<file path="src/hdl/a2r_pkg.sv">
// Package for the four-quadrant arctangent block: fixed-point constants,
// small packed types and the Q28 rounding helper shared by the back end.
// Depends on nothing.
`timescale 1ns / 1ps
`default_nettype none
package a2r_pkg;

    localparam int QF = 28;

    localparam logic signed [31:0] K1 = -32'sd13502777;
    localparam logic signed [31:0] K2 = -32'sd1876051545;
    localparam logic signed [31:0] K3 = 32'sd84;
    localparam logic signed [31:0] K4 = 32'sd763554907;
    localparam logic signed [31:0] K5 = 32'sd221835003;
    localparam logic signed [31:0] K6 = 32'sd39487906;
    localparam logic signed [31:0] K7 = 32'sd172997006;
    localparam logic signed [31:0] HALF_PI_Q = 32'sd421657428;
    localparam logic signed [31:0] PI_Q = 32'sd843314857;
    localparam logic signed [31:0] ONE_Q = 32'sd268435456;

    localparam int QUEUE_DEPTH = 4;
    localparam int QUEUE_AW = 2;

    // Octant information that travels alongside every item.
    typedef struct packed {
        logic swap;
        logic xneg;
        logic yneg;
    } a2r_flags_t;

    typedef struct packed {
        logic       zero;
        a2r_flags_t flags;
    } a2r_rside_t;

    // Q28 by Q28 product back to Q28, half away from zero. All products in
    // this block fit 32 bits after the shift.
    function automatic logic signed [31:0] qround(input logic signed [63:0] p);
        logic        neg;
        logic [63:0] mag;
        logic [63:0] sum;
        neg = p[63];
        mag = neg ? (64'd0 - p) : p;
        sum = mag + (64'd1 << (QF - 1));
        qround = neg ? (32'sd0 - $signed(sum[QF+31:QF])) : $signed(sum[QF+31:QF]);
    endfunction

endpackage
`default_nettype wire

</file>
<file path="src/hdl/a2r_queue.sv">
// Short FIFO that decouples the front end from the back end.
// Depends on a2r_pkg.
`timescale 1ns / 1ps
`default_nettype none
module a2r_queue #(
    parameter int W = 35
) (
    input  wire logic         clk,
    input  wire logic         rst_n,
    input  wire logic         in_valid,
    output logic              in_ready,
    input  wire logic [W-1:0] in_data,
    output logic              out_valid,
    input  wire logic         out_ready,
    output logic [W-1:0]      out_data
);

    logic [W-1:0]                  mem_reg [0:a2r_pkg::QUEUE_DEPTH-1];
    logic [a2r_pkg::QUEUE_AW-1:0]  wr_ptr_reg;
    logic [a2r_pkg::QUEUE_AW-1:0]  rd_ptr_reg;
    logic [a2r_pkg::QUEUE_AW:0]    count_reg;
    logic                          push;
    logic                          pop;

    assign in_ready = count_reg != (a2r_pkg::QUEUE_AW + 1)'(a2r_pkg::QUEUE_DEPTH);
    assign out_valid = count_reg != '0;
    assign push = in_valid && in_ready;
    assign pop = out_valid && out_ready;
    assign out_data = mem_reg[rd_ptr_reg];

    always_ff @(posedge clk or negedge rst_n)
    begin
        if (!rst_n)
        begin
            wr_ptr_reg <= '0;
            rd_ptr_reg <= '0;
            count_reg <= '0;
        end
        else
        begin
            if (push)
            begin
                wr_ptr_reg <= wr_ptr_reg + 1'b1;
            end
            if (pop)
            begin
                rd_ptr_reg <= rd_ptr_reg + 1'b1;
            end
            if (push && !pop)
            begin
                count_reg <= count_reg + 1'b1;
            end
            else if (pop && !push)
            begin
                count_reg <= count_reg - 1'b1;
            end
        end
    end

    always_ff @(posedge clk)
    begin
        if (push)
        begin
            mem_reg[wr_ptr_reg] <= in_data;
        end
    end

    a_count_bound: assert property (@(posedge clk) disable iff (!rst_n)
        count_reg <= (a2r_pkg::QUEUE_AW + 1)'(a2r_pkg::QUEUE_DEPTH))
        else $error("queue count beyond depth");
    a_ptr_gap: assert property (@(posedge clk) disable iff (!rst_n)
        count_reg[a2r_pkg::QUEUE_AW-1:0] == (wr_ptr_reg - rd_ptr_reg))
        else $error("queue pointers disagree with count");

endmodule
`default_nettype wire

</file>
<file path="config.mk">
export PLATFORM = sky130hd
export DESIGN_NAME = a2r_queue
export DESIGN_NICKNAME = d
export VERILOG_FILES = /design/src/hdl/a2r_pkg.sv /design/src/hdl/a2r_queue.sv
export SDC_FILE = /design/constraint.sdc
export NUM_CORES = 1
export LEC_CHECK = 0
export BUFFER_PORTS_ARGS = -buffer_cell sky130_fd_sc_hd__buf_4
export CORE_UTILIZATION = 37
export CTS_CLUSTER_DIAMETER = 80
export DETAILED_ROUTE_END_ITERATION = 16
export PLACE_DENSITY = 0.64
export SLEW_MARGIN = 20
export SYNTH_ARGS = -nofsm -noshare
export SYNTH_HDL_FRONTEND = slang
export SYNTH_SLANG_ARGS = --single-unit
</file>
<file path="constraint.sdc">
create_clock -name clk -period 1.89 [get_ports clk]
set_input_delay 0.0945 -clock clk [delete_from_list [all_inputs] [get_ports clk]]
set_output_delay 0.0945 -clock clk [all_outputs]
set_load 0.005 [all_outputs]
</file>
== Word-level counts from Yosys, hierarchy flattened ==
Memory sizes are Yosys's and may differ from the RTL's.
Index checks and enable logic that the tools add are counted.
Cells by class
  magnitude comparators: 0
  bitwise gates (word level): 0
  div/mod/pow operators: 0
  shift operators: 0
  add/sub/neg operators: 4
  equal/unequal tests: 1
  multiplexer cells: 4
  reductions and logical operators: 8
  multiply operators: 0
Operator list (number)
  2-to-1 mux 3 bit: 2
  adder 2 x 1 -> 2 bit, second input constant: 2
  logical AND 1 bit: 4
  adder 3 x 1 -> 3 bit, second input constant: 1
  != test 3 bit, second input constant: 1
  nonzero test 3 bit: 1
  subtractor 3 x 1 -> 3 bit, second input constant: 1
  logical NOT 1 bit: 2
  2-to-1 mux 1 bit: 2
  nonzero test 2 bit: 1
Word-level totals
  input port bits: 39
  bits in latches: 0
  logic and storage cells: 21
  memories kept: 1
  bits in read-only memories: 0
  bits in writable memories: 140
  bits in registers: 7
Memory list
  mem_reg: depth 4, bits a word 35, read ports 1, clocked after Yosys merged registers in 0, wr ports 1, line a2r_queue.sv:18  | logic [W-1:0] mem_reg [0:a2r_pkg::QUEUE_DEPTH-1];

== Depth between registers and ports, before layout ==
  depth in word-level cells: 6
  gate-level depth with buffers: 8
  depth with buffers taken out: 8

== Worst setup path after synthesis ==
Ideal clock, no wire load.
  path kind: register to register
  start point: register count_reg[0] in the netlist's numbering
  end point: memory mem_reg[2][0], enable pin
  arrival: 1631 ps
  clock period less this slack: 2026 ps
  data required time: 1495 ps
  cell stages (with the launch flop): 4
  slack: -136 ps
  cell sequence: dfrtp_1 > nor2_1 > a21boi_2 > and2_1
On the way
  word-level cells in the longest chain between the ends: 4
Ends and longest elaborated chain
  start, declared: line a2r_queue.sv:21  | logic [a2r_pkg::QUEUE_AW:0] count_reg;
  start signal, assigned: line a2r_queue.sv:51  | count_reg <= count_reg + 1'b1;
  start signal, assigned: line a2r_queue.sv:55  | count_reg <= count_reg - 1'b1;
  != test 3 bit: line a2r_queue.sv:25  | assign in_ready = count_reg != (a2r_pkg::QUEUE_AW + 1)'(a2r_pkg::QUEUE_DEPTH);
  logical AND 1 bit: line a2r_queue.sv:27  | assign push = in_valid && in_ready;
  via push: line a2r_queue.sv:22  | logic push;
  2-to-1 mux 1 bit: line a2r_queue.sv:62  | if (push)
  2-to-1 mux 1 bit (not written as such): line a2r_queue.sv:64  | mem_reg[wr_ptr_reg] <= in_data;
  end, declared: line a2r_queue.sv:18
The timed path passes the listed nets, and every way through them passes these cells.

== Worst setup path in the final report ==
  start point: register rd_ptr_reg[0] in the netlist's numbering
  end point: output out_data[16]
On the way
  word-level cells in the longest chain between the ends: 1
Ends and longest elaborated chain
  start, declared: line a2r_queue.sv:20  | logic [a2r_pkg::QUEUE_AW-1:0] rd_ptr_reg;
  start signal, assigned: line a2r_queue.sv:47  | rd_ptr_reg <= rd_ptr_reg + 1'b1;
  memory read (4 x 35 bit)
  end, declared: line a2r_queue.sv:15  | output logic [W-1:0] out_data
Every way passes these cells.

==> flow_summary.json <==
{
  "grt_pass1_wl_mm": 15.3,
  "synthFlopType": "edfxtp_1",
  "path_class": "flop to output port",
  "synth.avg_cell_area_um2": 25.3,
  "routed_wl_mm": 9.89,
  "timing.rr.start": "count_reg[2]$_DFFE_PN0P_",
  "path_clk_slew_ps": 60,
  "dieArea_mm2": 0.0154,
  "cap_violations": 0,
  "fin_skew_ps": 9.65,
  "remaining_drc_errors": 0,
  "worstRegToRegCells": 8,
  "gp_congestion": 0.722,
  "power_uw": 11600,
  "post-route-period-util_pct": 101,
  "fin_setup_tns_ps": -68.8,
  "yosysSeqAreaShare_pct": 79.4,
  "initial_core_util_pct": 38.0,
  "fp-row-count": 44,
  "cts_tree": "done",
  "via_count": 2654,
  "relSlewSlack_pct": 80.9,
  "pwr-share-comb_pct": 33.1,
  "antenna_found_initial": 0,
  "clk_latency_ps": 420,
  "crit_arrival_ps": 1810,
  "layout_setup_ws_ps": -19.4,
  "drv_slew": 0,
  "synthesis.area_mm2": 0.00552,
  "numPortBuffers": 75,
  "synth_cells": 218,
  "p_leak_uw": 0.00266,
  "hold_violations": 0,
  "clkSinkCount": 147,
  "grt_overflow": 0,
  "wire_per_inst_um": 17.7,
  "violations": "negative setup slack",
  "setup_viol": 5,
  "cts_max_level": 4,
  "dp_cells": 484,
  "grt.total_usage_pct": 14.3,
  "clockBufferDepth": 2,
  "numCtsBuffers": 17,
  "fp.coreArea_mm2": 0.0145,
  "pin_count": 76,
  "synth_edf_count": 140,
  "required_ps": 1800,
  "drtAntennaViolNets": 0,
  "worst_pin_slew_ps": 286,
  "power_frac_seq_pct": 39.5,
  "worst_r2r_endpoint": "count_reg[2]$_DFFE_PN0P_",
  "endpoint_kind": "output port",
  "dr.pass1.iters": 4,
  "power_density_mw_per_mm2": 1540,
  "fmax_ghz": 0.524,
  "area_delta_synth_final_pct": 36.5,
  "p_int_uw": 8440,
  "period_needed_ps": 1910,
  "antennaDiodeCount": 0,
  "start_kind": "flop",
  "nets": 406,
  "power_frac_clock_pct": 27.5,
  "power.switching_uw": 3130,
  "switching_share_pct": 27.1,
  "yosysUniqueCellTypes": 19,
  "die-height_um": 124,
  "crit_fanout": 9,
  "grt_max_degree": 29,
  "die_width_um": 124,
  "syn_nets": 263,
  "finalNonFillerCells": 558,
  "min_path_type": "input pin to async pin",
  "rsz0062_at_grt": "true",
  "largest_reg_flops": 140,
  "ys_ff_latch": 147,
  "outcome": "finished, violations left",
  "post-route-util_pct": 51.8,
  "drive_gt1_share_pct": 47.3,
  "avgViaCountPerCell": 4.76,
  "clk_root_buffer_cell": "clkbuf_16",
  "yosysWarnings": 0,
  "synthArstFlopShare_pct": 4.76,
  "ir_drop_mv": 0.704,
  "reg2reg_slack_ps": 10,
  "hpwl_mm": 5.78,
  "grt_pass1_vias": 2861,
  "drtIter0Drc": 201
}
[power groups by stage]
stage                     sequential, uW  combinational (uW)  clock (uW)
after detailed placement            4600                3410           0
after floorplan                     4510                1950           0
final                               4560                3830        3180
after global routing                4630                4170        3390
after CTS                           4550                3600        3250
after global placement              4560                3390           0
[final cells by class]
class	instances	area, um2
Inverter	3	11.3
Tap cell	184	230
Timing Repair Buffer	132	1290
Sequential cell	147	4380
Fill cell	1193	7000
Clock buffer	17	425
Clock inverter	15	145
Multi-Input combinational cell	60	1040
[timing repair]
item                                    in CTS  in global routing
gates resized for setup                      4                 32
endpoints found under the setup margin      14                 28
endpoints found under the hold margin      149                  0
gates cloned                                 1                  1
buffers inserted                             0                  3
pin swaps                                    2                  6
hold buffers                                37                  0
[worst max-delay path, cell delays in order (launching register included)]
cell	delay [ps]
dfrtp_2	490
buf_6	210
mux4_2	530
buf_4	150
[logic make-up after synthesis]
group,after synthesis,synth area share (%)
and+or+nand+nor,10,0.930
xor gates and xnor gates,6,0.953
adders and majority gates,6,1.50
DFF,147,79.4
buffers and inverters,11,1.86
AOI/OAI and AO/OA,1,0.204
muxes,37,15.2
[synthesized netlist by cell type (2+ instances only)]
cell type | instances | area [um2]
mux4_2 | 28 | 631
mux2_2 | 2 | 22.5
buf_2 | 4 | 20.0
ha_1 | 5 | 62.6
dfrtp_1 | 7 | 175
buf_12 | 3 | 60.1
inv_1 | 3 | 11.3
nand2_1 | 2 | 7.51
edfxtp_1 | 140 | 4200
xor2_1 | 2 | 17.5
mux4_1 | 7 | 184
nor2_1 | 2 | 7.51
xnor2_1 | 4 | 35.0
and2_1 | 4 | 25.0
[cells in the final DEF (no fill, tap or decap), types with 2 or more instances in the layout]
cell and instances:
and2_2 4, buf_12 6, buf_4 61, buf_6 26, clkbuf_16 18, clkinv_4 2, clkinvlp_4 3, dfrtp_1 5
dfrtp_2 2, dlygate4sd3_1 37, edfxtp_1 140, ha_1 4, inv_1 2, inv_6 8, mux2_2 2, mux4_2 35
xnor2_1 4, xor2_1 2
[how the worst max path moves through the flow]
stage,startpoint,end,slack [ps],cells past startpoint
global route,rd_ptr_reg[0]$_DFFE_PN0P_,out_data[16],-80,3
finish,rd_ptr_reg[0]$_DFFE_PN0P_,out_data[16],-20,3
CTS,rd_ptr_reg[0]$_DFFE_PN0P_,out_data[0],-80,3
global placement,count_reg[2]$_DFFE_PN0P_,count_reg[2]$_DFFE_PN0P_,40,8
floorplan,count_reg[2]$_DFFE_PN0P_,count_reg[2]$_DFFE_PN0P_,10,8
detailed placement,count_reg[2]$_DFFE_PN0P_,count_reg[2]$_DFFE_PN0P_,2,8
[layer usage]
metal  part of all wire (%)  up-vias  GRT usage [%]
li1                       -     1205              -
met5                      0        -              0
met3                    5.5       14           5.45
met4                    1.3        0           5.80
met1                     42     1353           16.9
met2                     52       82           23.5
[stage by stage]
step           hold slack (ps)  setup WS [ps]  cell area, um2
6_report                  26.4          -19.4            7530
2_1_floorplan             -201           13.6            5550
3_5_place_dp             -85.5           1.66            6440
3_3_place_gp             -89.2           39.5            6440
5_1_grt                   16.2          -82.8            7530
4_1_cts                   2.44          -82.6            7400
No activity file was read; power rests on OpenSTA's default activity.
