File: config.mk
export PLATFORM = sky130hd
export DESIGN_NAME = a2r_front_flat
export DESIGN_NICKNAME = d
export VERILOG_FILES = /design/src/hdl/a2r_pkg.sv /design/src/hdl/a2r_if.sv /design/src/hdl/a2r_front.sv /design/src/flat_wrapper.sv
export SDC_FILE = /design/constraint.sdc
export NUM_CORES = 1
export LEC_CHECK = 0
export BUFFER_PORTS_ARGS = -buffer_cell sky130_fd_sc_hd__buf_2
export CORE_ASPECT_RATIO = 1.4
export CORE_MARGIN = 8
export CORE_UTILIZATION = 35
export CTS_BUF_LIST = sky130_fd_sc_hd__clkbuf_2 sky130_fd_sc_hd__clkbuf_4 sky130_fd_sc_hd__clkbuf_8
export CTS_CLUSTER_DIAMETER = 30
export DETAILED_ROUTE_END_ITERATION = 8
export RECOVER_POWER = 100
export SKIP_CTS_REPAIR_TIMING = 1
export SLEW_MARGIN = 20
export SYNTH_ARGS = -nofsm -noshare
export SYNTH_HDL_FRONTEND = slang
export SYNTH_SLANG_ARGS = --single-unit
File: constraint.sdc
create_clock -name clk -period 2 [get_ports clk]
set_input_delay 0.4 -clock clk [delete_from_list [all_inputs] [get_ports clk]]
set_output_delay 0.4 -clock clk [all_outputs]
set_load 0.1 [all_outputs]
File: src/hdl/a2r_pkg.sv
// Package for the four-quadrant arctangent block: fixed-point constants,
// small packed types and the Q28 rounding helper shared by the back end.
// Depends on nothing.
`timescale 1ns / 1ps
`default_nettype none
package a2r_pkg;

    localparam int QF = 28;

    localparam logic signed [31:0] K1 = -32'sd13502777;
    localparam logic signed [31:0] K2 = -32'sd1876051545;
    localparam logic signed [31:0] K3 = 32'sd84;
    localparam logic signed [31:0] K4 = 32'sd763554907;
    localparam logic signed [31:0] K5 = 32'sd221835003;
    localparam logic signed [31:0] K6 = 32'sd39487906;
    localparam logic signed [31:0] K7 = 32'sd172997006;
    localparam logic signed [31:0] HALF_PI_Q = 32'sd421657428;
    localparam logic signed [31:0] PI_Q = 32'sd843314857;
    localparam logic signed [31:0] ONE_Q = 32'sd268435456;

    localparam int QUEUE_DEPTH = 4;
    localparam int QUEUE_AW = 2;

    // Octant information that travels alongside every item.
    typedef struct packed {
        logic swap;
        logic xneg;
        logic yneg;
    } a2r_flags_t;

    typedef struct packed {
        logic       zero;
        a2r_flags_t flags;
    } a2r_rside_t;

    // Q28 by Q28 product back to Q28, half away from zero. All products in
    // this block fit 32 bits after the shift.
    function automatic logic signed [31:0] qround(input logic signed [63:0] p);
        logic        neg;
        logic [63:0] mag;
        logic [63:0] sum;
        neg = p[63];
        mag = neg ? (64'd0 - p) : p;
        sum = mag + (64'd1 << (QF - 1));
        qround = neg ? (32'sd0 - $signed(sum[QF+31:QF])) : $signed(sum[QF+31:QF]);
    endfunction

endpackage
`default_nettype wire

File: src/hdl/a2r_if.sv
// Stream channel interfaces for the arctangent block: the (y, x) input
// channel and the angle result channel. Depends on nothing.
`timescale 1ns / 1ps
`default_nettype none
interface a2r_in_if #(parameter int IN_WIDTH = 16);
    logic                       valid;
    logic                       ready;
    logic signed [IN_WIDTH-1:0] y_value;
    logic signed [IN_WIDTH-1:0] x_value;

    modport source (output valid, output y_value, output x_value, input ready);
    modport sink (input valid, input y_value, input x_value, output ready);
endinterface

`default_nettype wire

File: src/hdl/a2r_front.sv
// Front end: takes (y, x) transfers, forms magnitudes and octant flags.
// Depends on a2r_pkg and a2r_in_if.
`timescale 1ns / 1ps
`default_nettype none
module a2r_front #(
    parameter int IN_WIDTH = 16
) (
    input  wire logic            clk,
    input  wire logic            rst_n,
    a2r_in_if.sink               sample,
    output logic                 q_valid,
    input  wire logic            q_ready,
    output logic [IN_WIDTH-1:0]  q_mn,
    output logic [IN_WIDTH-1:0]  q_mx,
    output a2r_pkg::a2r_flags_t  q_flags
);

    logic                valid_reg;
    logic [IN_WIDTH-1:0] mn_reg;
    logic [IN_WIDTH-1:0] mx_reg;
    a2r_pkg::a2r_flags_t flags_reg;
    logic [IN_WIDTH-1:0] ay;
    logic [IN_WIDTH-1:0] ax;
    logic                take;

    // Two's complement negation also gives the most negative value's
    // magnitude exactly when read as unsigned.
    assign ay = sample.y_value[IN_WIDTH-1] ? (~sample.y_value + 1'b1) : sample.y_value;
    assign ax = sample.x_value[IN_WIDTH-1] ? (~sample.x_value + 1'b1) : sample.x_value;

    assign sample.ready = !valid_reg || q_ready;
    assign take = sample.valid && sample.ready;

    always_ff @(posedge clk or negedge rst_n)
    begin
        if (!rst_n)
        begin
            valid_reg <= 1'b0;
        end
        else if (sample.ready)
        begin
            valid_reg <= sample.valid;
        end
    end

    always_ff @(posedge clk)
    begin
        if (take)
        begin
            mn_reg <= (ay > ax) ? ax : ay;
            mx_reg <= (ay > ax) ? ay : ax;
            flags_reg.swap <= ay > ax;
            flags_reg.xneg <= sample.x_value[IN_WIDTH-1];
            flags_reg.yneg <= sample.y_value[IN_WIDTH-1];
        end
    end

    assign q_valid = valid_reg;
    assign q_mn = mn_reg;
    assign q_mx = mx_reg;
    assign q_flags = flags_reg;

endmodule
`default_nettype wire

File: src/flat_wrapper.sv
// flat-port wrapper written by rule: the top's interface ports become plain ports
module a2r_front_flat 
#(
    parameter int IN_WIDTH = 16
)
  (clk, rst_n, q_valid, q_ready, q_mn, q_mx, q_flags, sample_valid, sample_y_value, sample_x_value, sample_ready);
  a2r_in_if #(.IN_WIDTH(IN_WIDTH)) sample_i ();
  input  wire logic clk;
  input  wire logic rst_n;
  output logic q_valid;
  input  wire logic q_ready;
  output logic [IN_WIDTH-1:0] q_mn;
  output logic [IN_WIDTH-1:0] q_mx;
  output a2r_pkg::a2r_flags_t q_flags;
  input wire logic [$bits(sample_i.valid)-1:0] sample_valid;
  input wire logic [$bits(sample_i.y_value)-1:0] sample_y_value;
  input wire logic [$bits(sample_i.x_value)-1:0] sample_x_value;
  output wire logic [$bits(sample_i.ready)-1:0] sample_ready;
  assign sample_i.valid = sample_valid;
  assign sample_i.y_value = sample_y_value;
  assign sample_i.x_value = sample_x_value;
  assign sample_ready = sample_i.ready;
  a2r_front #(.IN_WIDTH(IN_WIDTH)) u_core (.clk(clk), .rst_n(rst_n), .sample(sample_i), .q_valid(q_valid), .q_ready(q_ready), .q_mn(q_mn), .q_mx(q_mx), .q_flags(q_flags));
endmodule
[After elaboration in Yosys (flattened, before gate mapping)]
Index checks and enable logic that the tools add are counted.
Widths: inputs -> output; s select.
Storage, ports and cells
  bits in registers: 36
  input bits: 36
  logic and storage cells: 18
Cells by class
  add/subtract/negate cells: 2
  $lt $le $gt $ge: 1
  mux-type cells: 4
  bitwise logic cells: 2
  reductions and logical operators: 3
Operator list (number)
  $mux 16: 4
  $add 16x1->16 const B: 2
  $not 16->16: 2
  $gt 16x16->1: 1
  $logic_and 1x1->1: 1
  $logic_not 1->1: 1
  $logic_or 1x1->1: 1

[Longest topological paths before layout]
Gate-level depths: netlist (run 1).
  depth after elaboration: 5
  mapped depth: 14
  mapped depth without buffers: 12

[Worst setup path after synthesis (run 1)]
No wires, ideal clock.
  kind: input to register
  from: input sample_x_value[8]
  to: register u_core.mn_reg[1] (netlist: u_core.q_mn[1]), data pin
  library setup time: 0.267 ns
  arrival time: 3.363 ns
  required time: 1.733 ns
  path slack: -1.631 ns
  stages: 12
  path buffers: 2
  cell sequence: or4_4 > or4_4 > o31ai_4 > xor2_2 > ha_1 > nand4_1 > nor4_1 > a21boi_0 > o41a_1 > buf_2 > buf_2 > mux2i_1
Between the ends
  word-level cells in the longest chain between the ends: 5
Ends and longest elaborated chain
  start: declaration: RTL line flat_wrapper.sv:17  | input wire logic [$bits(sample_i.x_value)-1:0] sample_x_value;
  $not 16->16: RTL line a2r_front.sv:29  | assign ax = sample.x_value[IN_WIDTH-1] ? (~sample.x_value + 1'b1) : sample.x_value;
  $add 16x1->16: RTL line a2r_front.sv:29
  $mux 16 *: RTL line a2r_front.sv:29
  $gt 16x16->1 *: RTL line a2r_front.sv:50  | mn_reg <= (ay > ax) ? ax : ay;
  $mux 16 *: RTL line a2r_front.sv:50
  end signal: assignment: RTL line a2r_front.sv:50
  end: declaration: RTL line a2r_front.sv:19  | logic [IN_WIDTH-1:0] mn_reg;
Mark *: on every way between the ends. The rest lies on a longest branch, timed or not.
A chain may end at the register's enable or synchronous reset.

[Final worst setup path (run 1)]
  from: input sample_x_value[8]
  to: register u_core.mx_reg[14] (netlist: u_core.q_mx[14]), data pin
Between the ends
  word-level cells in the longest chain between the ends: 5
Ends and longest elaborated chain
  $not 16->16: RTL line a2r_front.sv:29
  $add 16x1->16: RTL line a2r_front.sv:29
  $mux 16 *: RTL line a2r_front.sv:29
  $gt 16x16->1: RTL line a2r_front.sv:51  | mx_reg <= (ay > ax) ? ay : ax;
  $mux 16 *: RTL line a2r_front.sv:51
  end signal: assignment: RTL line a2r_front.sv:51
  end: declaration: RTL line a2r_front.sv:20  | logic [IN_WIDTH-1:0] mx_reg;
Marked as above.

==> results of run 1 <==
[cell usage in the layout, fill, tap and decap left out, types with 2 or more instances in the layout]
master,count
nand4_1,2
mux2i_1,34
nor2_1,7
or4_4,2
edfxtp_1,35
clkbuf_8,7
or4_1,2
o31ai_1,8
a21boi_0,2
ha_1,18
nor2b_1,3
nand3_1,2
buf_6,3
buf_12,2
inv_1,19
xnor2_1,3
buf_2,33
nand2b_1,2
nand4b_1,2
nand2_1,15
o21ai_0,5
nor3_1,3
a21oi_1,6
buf_4,69
o41ai_1,3
xor2_1,22
clkbuf_2,37
[where the power goes]
part	total, mW	switching, mW	internal (mW)
Combinational	1.47	0.989	0.482
Clock	0.583	0.255	0.328
Sequential	0.974	0.0207	0.954
[sequential cells by signal, summed over array words and instances, names as in the netlist]
name and count:
u_core.q_valid 1, u_core.q_mn 16, u_core.q_mx 16, u_core.q_flags 3
[final timing paths]
| path | slack, ns | end |
|---|---|---|
| max | -1.37 | u_core.q_mx[14] |
| min | 0.31 | u_core.q_valid |
| max reg2reg | 0.44 | u_core.q_mx[13] |
| min reg2reg | 0.53 | u_core.q_valid |
| max in group asynchronous | 1.50 | u_core.q_valid |
| min in group asynchronous | 0.41 | u_core.q_valid |
[final cells by class]
| class | instances | share of cell area (%) |
|---|---|---|
| clock buffers | 8 | 2.84 |
| inverters | 19 | 1.95 |
| multi-input cells | 155 | 35.6 |
| flip-flops and latches | 36 | 29.5 |
| well taps | 95 | 3.25 |
| repair buffers | 147 | 26.9 |
[worst max-delay path: stages]
cell and delay (ns):
buf_6 0.09, or4_4 0.55, or4_4 0.47, o21ai_1 0.18, xor2_1 0.22, ha_1 0.28, nand4_1 0.16, nor2_1 0.08
o2bb2ai_2 0.13, o41a_4 0.53, buf_12 0.18, mux2i_1 0.12
[kinds of logic (layout without fill, tap and decap cells)]
logic type	count (synthesis)	in the layout	synth area share, %
multiplexers	34	34	13.9
adder cells (fa/ha/maj)	18	18	9.20
AO/OA/AOI/OAI	31	31	9.20
buffers and inverters	25	174	4.04
XOR/XNOR	26	26	9.61
AND/OR/NAND/NOR	46	46	10.1
flip-flops	36	36	43.9
[per-stage QoR]
stage / hold slack [ns] / TNS [ns]
after floorplan: 0.104 / -47.21
after global placement: 0.174 / -54.66
after detailed placement: 0.176 / -55.87
after CTS: -0.133 / -46.05
after global routing: 0.326 / -47.51
final: 0.307 / -44.56
[layer usage]
layer	vias up	wire length [um]
li1	1090	-
met1	1020	2470
met2	40	3590
met3	11	306
met4	0	152
met5	-	0
==> metrics.md, run 1 <==
| Metric | Value |
|---|---|
| Max cap viols | 0 |
| GR Util All Layers | 13.3% |
| CP Max Fanout | 13 |
| Largest net degree at the start of global routing | 36 |
| Met1 global-route usage | 12.3% |
| CP required | 2.03 ns |
| Hold path cells | 2 |
| # fillers | 647 |
| Placed Area | 0.00343 mm2 |
| Nets@finish | 418 |
| Synthesis-to-finish area growth | 49.2% |
| CTS Sinks | 36 |
| Net Count, Synth | 270 |
| IO Pins | 73 |
| Worst Min Path Start | sample_valid |
| Worst reg2reg startpoint | u_core.q_valid |
| #FFs+latches synth | 36 |
| DP HPWL | 5.21 mm |
| Clock skew | 0.00468 ns |
| Worst setup SP type | input pin |
| Final instance area | 0.00365 mm2 |
| Worst setup path start | sample_x_value[8] |
| Final Max Tran Viols | 0 |
| CTS root buf | clkbuf_8 |
| Detailed Route WL | 6.52 mm |
| Die area | 0.00997 mm2 |
| Finished Layout Cells | 460 |
| Initial antenna violation count | 0 |
| Tightest Hold Check Type | input pin to register |
| Final min period | 3.37 ns |
| Initial DRC Count | 72 |
| Initial Utilization | 35.5% |
| Total number of vias | 2161 |
| Reg2Reg Depth | 2 |
| Tcrit/Tclk final | 168% |
| Commonest cells in the netlist | edfxtp_1 (35), mux2i_1 (34), xor2_1 (22) |
| CTS buffer count | 5 |
| GP Congestion | 0.824 |
| Std cell rows | 36 |
| WS Path Type | input pin to register |
| Placed cells | 446 |
| Peak Freq | 297 MHz |
| Die X | 86.7 um |
| Ys Warns | 0 |
| Met2 Track Usage GR | 26.0% |
| Routed Antenna Nets | 0 |
| Power Density | 829 mW/mm2 |
| GR peak layer | met2 |
| Final Hold Fails | 0 |
| RSZ-0062 raised after global routing | true |
| Outcome | finished with violations |
| Post-place setup slack | -1.72 ns |
| Core Footprint | 0.00689 mm2 |
| Post-synth top area cell | edfxtp_1 |
| Peak VDD IR | 0.307 mV |
| Congestion Overflow GR | 0 |
| Area contributors post-synth | edfxtp_1 (43%), mux2i_1 (14%), ha_1 (9.2%), xor2_1 (7.9%), inv_1 (2.9%) |
| Synth Flop Type | edfxtp_1 |
| Final Core Density | 53.0% |
| Critical path data arrival time | 3.40 ns |
| Max clock buf depth | 2 |
| Post-synthesis cell area | 0.00245 mm2 |
| Clock Pin Slew Worst Setup and Hold Paths | 0.07 ns |
| Leakage | 1.73 nW |
| Count of final setup violators | 33 |
| Netlist cell types | 36 |
| Top cell type's share of synthesized area | 42.9% |
| TritonCTS clock tree | built |
| Final Worst Setup Slack | -1.37 ns |
| I/O Buffers | 72 |
| Vias/cell | 4.70 |
| Failing checks | negative setup slack |
| H-tree depth | 2 |
| Register area share after synthesis | 43.9% |
| Multi-input gate area | 0.00130 mm2 |
| Post-synth ARST share | 2.78% |
| Die height | 115 um |
| Measured slew at the worst slew-check pin | 0.820 ns |
| Fraction of layout cells with a size suffix above 1 | 44.7% |
| Met3 Usage GRT | 3.36% |
| WL/cell | 14.2 um |
| Final Power | 3.03 mW |
| Post-Syn Instances | 216 |
| DR DRC count | 0 |
| Worst Setup End Kind | register |
| Number of synthesized flops with an enable pin | 35 |
| Most frequent cell after synthesis | edfxtp_1 |
| First-pass GRT wire length | 10.4 mm |
| Clock latency on the worst-skew pair | 0.29 ns |
| Register area | 0.00108 mm2 |
| DR pass1 iterations | 4 |
| Antenna cell count | 0 |
| Syn_area_per_cell | 11.3 um2 |
| Vias in the first global route | 2303 |
| Relative slew slack | 45.3% |
No activity file was read; power rests on OpenSTA's default activity.
==> run 2: changes to the inputs <==
--- a/config.mk
+++ b/config.mk
@@ -5,7 +5,7 @@
 export SDC_FILE = /design/constraint.sdc
 export NUM_CORES = 1
 export LEC_CHECK = 0
-export BUFFER_PORTS_ARGS = -buffer_cell sky130_fd_sc_hd__buf_2
+export BUFFER_PORTS_ARGS = -buffer_cell sky130_fd_sc_hd__buf_4
 export CORE_ASPECT_RATIO = 1.4
 export CORE_MARGIN = 8
 export CORE_UTILIZATION = 35
@@ -14,7 +14,6 @@
 export DETAILED_ROUTE_END_ITERATION = 8
 export RECOVER_POWER = 100
 export SKIP_CTS_REPAIR_TIMING = 1
-export SLEW_MARGIN = 20
 export SYNTH_ARGS = -nofsm -noshare
 export SYNTH_HDL_FRONTEND = slang
 export SYNTH_SLANG_ARGS = --single-unit
==> metrics.md, run 2 (synthesis gave the netlist of run 1 again) <==
| Metric | Value |
|---|---|
| Final Core Density | 55.1% |
| GP Congestion | 0.855 |
| Finished Layout Cells | 462 |
| Peak Freq | 289 MHz |
| Final min period | 3.46 ns |
| Congestion Overflow GR | 0 |
| Total number of vias | 2226 |
| CTS root buf | clkbuf_8 |
| Worst setup SP type | input pin |
| Largest net degree at the start of global routing | 36 |
| Most frequent cells in the layout | buf_4 (102), clkbuf_2 (37), edfxtp_1 (35) |
| Tightest Hold Check Type | input pin to register |
| Vias in the first global route | 2281 |
| Std cell rows | 36 |
| Commonest non-fill, non-tap cell in the layout | buf_4 |
| Vias/cell | 4.82 |
| WS Path Type | input pin to register |
| Initial Utilization | 35.5% |
| Relative slew slack | 43.0% |
| Clock latency on the worst-skew pair | 0.29 ns |
| Leakage | 1.78 nW |
| Nets@finish | 420 |
| Fraction of layout cells with a size suffix above 1 | 46.3% |
| Peak VDD IR | 0.398 mV |
| Multi-input gate area | 0.00133 mm2 |
| Final Max Tran Viols | 0 |
| Clock Pin Slew Worst Setup and Hold Paths | 0.07 ns |
| # fillers | 644 |
| Count of final setup violators | 33 |
| IO Pins | 73 |
| CTS buffer count | 5 |
| Die area | 0.00997 mm2 |
| Outcome | finished with violations |
| RSZ-0062 raised after global routing | true |
| Final Worst Setup Slack | -1.46 ns |
| CTS Sinks | 36 |
| TritonCTS clock tree | built |
| Synthesis-to-finish area growth | 55.1% |
| CP required | 2.03 ns |
| I/O Buffers | 72 |
| Antenna cell count | 0 |
| H-tree depth | 2 |
| Register area | 0.00108 mm2 |
| Max clock buf depth | 2 |
| Routed Antenna Nets | 0 |
| Max cap viols | 0 |
| Placed cells | 445 |
| Failing checks | negative setup slack |
| Tcrit/Tclk final | 173% |
| First-pass GRT wire length | 10.4 mm |
| Minimum hold slack | 0.314 ns |
| Die height | 115 um |
| Final Hold Fails | 0 |
| GR Util All Layers | 13.4% |
| Initial antenna violation count | 0 |
| CP Max Fanout | 8 |
| Setup TNS | -47.42 ns |
| Clock skew | 0.00519 ns |
| Worst Setup End Kind | register |
| Measured slew at the worst slew-check pin | 0.856 ns |
| DR pass1 iterations | 4 |
| Initial DRC Count | 83 |
| Critical path data arrival time | 3.50 ns |
| DR DRC count | 0 |
| Power Density | 807 mW/mm2 |
| Die X | 86.7 um |
| Detailed Route WL | 6.94 mm |
| Core Footprint | 0.00689 mm2 |
| DP HPWL | 5.31 mm |
| WL/cell | 15.0 um |
run 2: critical path, cell delays in order:
cell       delay, ns
buf_6           0.09
or4_4           0.54
or4_4           0.47
o21ai_2         0.19
xor2_1          0.20
ha_1            0.28
nand4_1         0.14
buf_4           0.15
nor2_4          0.04
o2bb2ai_2       0.12
o41a_4          0.55
clkbuf_16       0.20
mux2i_1         0.11
run 2: power by group:
part | total, mW | switching (mW) | internal, mW
sequential | 0.975 | 0.0212 | 0.954
combinational | 1.56 | 1.02 | 0.543
clock | 0.531 | 0.259 | 0.272
run 2: area by class of cell:
cell class                      count  area share, %
Inverter                           19           1.88
Tap cell                           95           3.13
Clock inverter                      1          0.132
Multi-Input combinational cell    155           35.1
Timing Repair Buffer              149           29.2
Clock buffer                        7           2.21
Sequential cell                    36           28.4
run 2: path summary, 6_finish.rpt:
check | endpoint | from | slack [ns] | depth (start not counted)
min in group asynchronous | u_core.q_valid | rst_n | 0.44 | 2
min | u_core.q_valid | sample_valid | 0.31 | 2
max in group asynchronous | u_core.q_valid | rst_n | 1.47 | 2
min reg2reg | u_core.q_valid | u_core.q_valid | 0.53 | 2
max | u_core.q_mn[8] | sample_x_value[8] | -1.46 | 13
max reg2reg | u_core.q_mn[13] | u_core.q_valid | 0.41 | 2
run 2: per-layer routing:
metal	global-route usage, %	up-vias	part of all wire [%]
li1	-	1095	-
met1	13.5	1061	39
met2	25.4	59	55
met3	2.79	11	4.5
met4	5.88	0	2.0
met5	0	-	0
run 2: metrics by stage:
| step | area [um2] | power (mW) | worst slack [ns] |
|---|---|---|---|
| after CTS | 3720 | 3.02 | -1.42 |
| after detailed placement | 3630 | 2.48 | -1.71 |
| after global routing | 3800 | 3.22 | -1.54 |
| after floorplan | 2490 | 2.04 | -1.45 |
| final | 3800 | 3.07 | -1.46 |
| after global placement | 3630 | 2.46 | -1.65 |
==> run 3: changes to the inputs <==
--- a/config.mk
+++ b/config.mk
@@ -8,10 +8,11 @@
 export BUFFER_PORTS_ARGS = -buffer_cell sky130_fd_sc_hd__buf_4
 export CORE_ASPECT_RATIO = 1.4
 export CORE_MARGIN = 8
-export CORE_UTILIZATION = 35
-export CTS_BUF_LIST = sky130_fd_sc_hd__clkbuf_2 sky130_fd_sc_hd__clkbuf_4 sky130_fd_sc_hd__clkbuf_8
+export CORE_UTILIZATION = 49
+export CTS_BUF_LIST = sky130_fd_sc_hd__clkbuf_4
 export CTS_CLUSTER_DIAMETER = 30
 export DETAILED_ROUTE_END_ITERATION = 8
+export PLACE_DENSITY = 0.76
 export RECOVER_POWER = 100
 export SKIP_CTS_REPAIR_TIMING = 1
 export SYNTH_ARGS = -nofsm -noshare
==> metrics.md, run 3 (synthesis gave the netlist of run 1 again) <==
| Metric | Value |
|---|---|
| Measured slew at the worst slew-check pin | 0.838 ns |
| Initial DRC Count | 80 |
| Final Max Tran Viols | 0 |
| Final min period | 3.42 ns |
| Minimum hold slack | 0.286 ns |
| P_int | 1.64 mW |
| Die height | 99.6 um |
| Initial Utilization | 50.6% |
| DP HPWL | 5.17 mm |
| Commonest non-fill, non-tap cell in the layout | buf_4 |
| Max clock buf depth | 2 |
| Routed Antenna Nets | 0 |
| Final Hold Fails | 0 |
| Clock skew | 0.0115 ns |
| H-tree depth | 2 |
| # fillers | 340 |
| Relative slew slack | 44.1% |
| TritonCTS clock tree | built |
| CP max stage delay | 0.54 ns |
| Synthesis-to-finish area growth | 50.4% |
| Critical path data arrival time | 3.51 ns |
| First-pass GRT wire length | 10.3 mm |
| Max cap viols | 0 |
| RSZ-0062 raised after global routing | true |
| GP Congestion | 0.811 |
| Sequential share of power | 33.4% |
| Antenna cell count | 0 |
| Most used cell, CP | or4_4 |
| Placed cells | 414 |
| WS Path Type | input pin to register |
| Tightest Hold Check Type | input pin to register |
| IO Pins | 73 |
| Switch Pwr | 1.27 mW |
| Worst-path cell chain | buf_6, or4_4, or4_4, o31ai_4, xor2_2, ha_4, nand4_1, nor2_1, o2bb2ai_1, o41a_4, buf_12, mux2i_4 |
| WL/cell | 16.1 um |
| Worst setup SP type | input pin |
| Clock latency on the worst-skew pair | 0.34 ns |
| Failing checks | negative setup slack |
| Peak VDD IR | 0.422 mV |
| Clock Power Share | 13.6% |
| Power Density | 792 mW/mm2 |
| Family with the most delay on the worst path | simple AND/OR/NAND/NOR gates |
| Worst path bufs/invs | 2 |
| Clock Pin Slew Worst Setup and Hold Paths | 0.10 ns |
| Die X | 75.7 um |
| Leakage | 1.73 nW |
| Final Power | 2.92 mW |
| Count of final setup violators | 33 |
| Combinational share of power | 53.0% |
| Setup TNS | -45.49 ns |
| Std cell rows | 30 |
| Congestion Overflow GR | 0 |
| Nets@finish | 416 |
| Most frequent cells in the layout | buf_4 (98), clkbuf_2 (37), edfxtp_1 (35) |
| DR pass1 iterations | 4 |
| Worst Setup End Kind | register |
| Die area | 0.00755 mm2 |
| Peak Freq | 292 MHz |
| Initial antenna violation count | 0 |
| Total number of vias | 2216 |
| CP Max Fanout | 5 |
| Finished Layout Cells | 427 |
| I/O Buffers | 72 |
| Core Footprint | 0.00484 mm2 |
| CTS buffer count | 5 |
| Largest net degree at the start of global routing | 36 |
| Detailed Route WL | 6.87 mm |
| CTS Sinks | 36 |
| Switch share | 43.7% |
| Fraction of layout cells with a size suffix above 1 | 45.5% |
| CP required | 2.09 ns |
| GR Util All Layers | 17.5% |
| Vias in the first global route | 2293 |
| Tcrit/Tclk final | 171% |
| Vias/cell | 5.19 |
| DR DRC count | 0 |
| CTS root buf | clkbuf_4 |
| Final Core Density | 76.0% |
| Outcome | finished with violations |
| CP max stage cell | or4_4 |
| Final Worst Setup Slack | -1.42 ns |
-- run 3: worst register-to-register path, delay by kind of cell, from the launching register on --
kind          cells  cell delay (ns)
simple gates      2             0.79
flops             1             0.42
-- run 3: cell type report --
cell class	count	area, um2	area share, %
inverter	19	71.3	1.94
timing repair buffer	145	1060	28.7
multi-input combinational	155	1340	36.4
clock inverter	1	3.75	0.102
sequential	36	1080	29.3
clock buffer	7	52.6	1.43
tap	64	80.1	2.17
-- run 3: worst paths after layout --
| check | from | endpoint | slack [ns] | cells past startpoint |
|---|---|---|---|---|
| hold / removal | sample_valid | u_core.q_valid | 0.29 | 2 |
| max in group asynchronous | rst_n | u_core.q_valid | 1.52 | 2 |
| hold reg to reg | u_core.q_valid | u_core.q_valid | 0.56 | 2 |
| setup reg to reg | u_core.q_valid | u_core.q_mn[12] | 0.41 | 2 |
| setup / recovery | sample_x_value[8] | u_core.q_mx[9] | -1.42 | 12 |
| min in group asynchronous | rst_n | u_core.q_valid | 0.38 | 2 |
-- run 3: power groups by stage --
stage	Sequential (mW)	Combinational, mW	Clock (mW)
detailed placement	0.991	1.49	0
floorplan	1.57	0.474	0
finish	0.973	1.55	0.396
global placement	0.989	1.45	0
global route	0.980	1.63	0.427
CTS	0.974	1.50	0.402
-- run 3: layer usage --
metal | routed length (um) | global-route usage (%)
met2 | 3780 | 31.7
met1 | 2480 | 18.3
met4 | 182 | 7.58
met5 | 0 | 0
met3 | 425 | 3.42
-- run 3: metrics by stage --
step,setup WS (ns),cell area [um2]
after floorplan,-1.45,2490
after global placement,-1.64,3590
after detailed placement,-1.68,3590
after CTS,-1.34,3650
after global routing,-1.51,3680
final,-1.42,3680
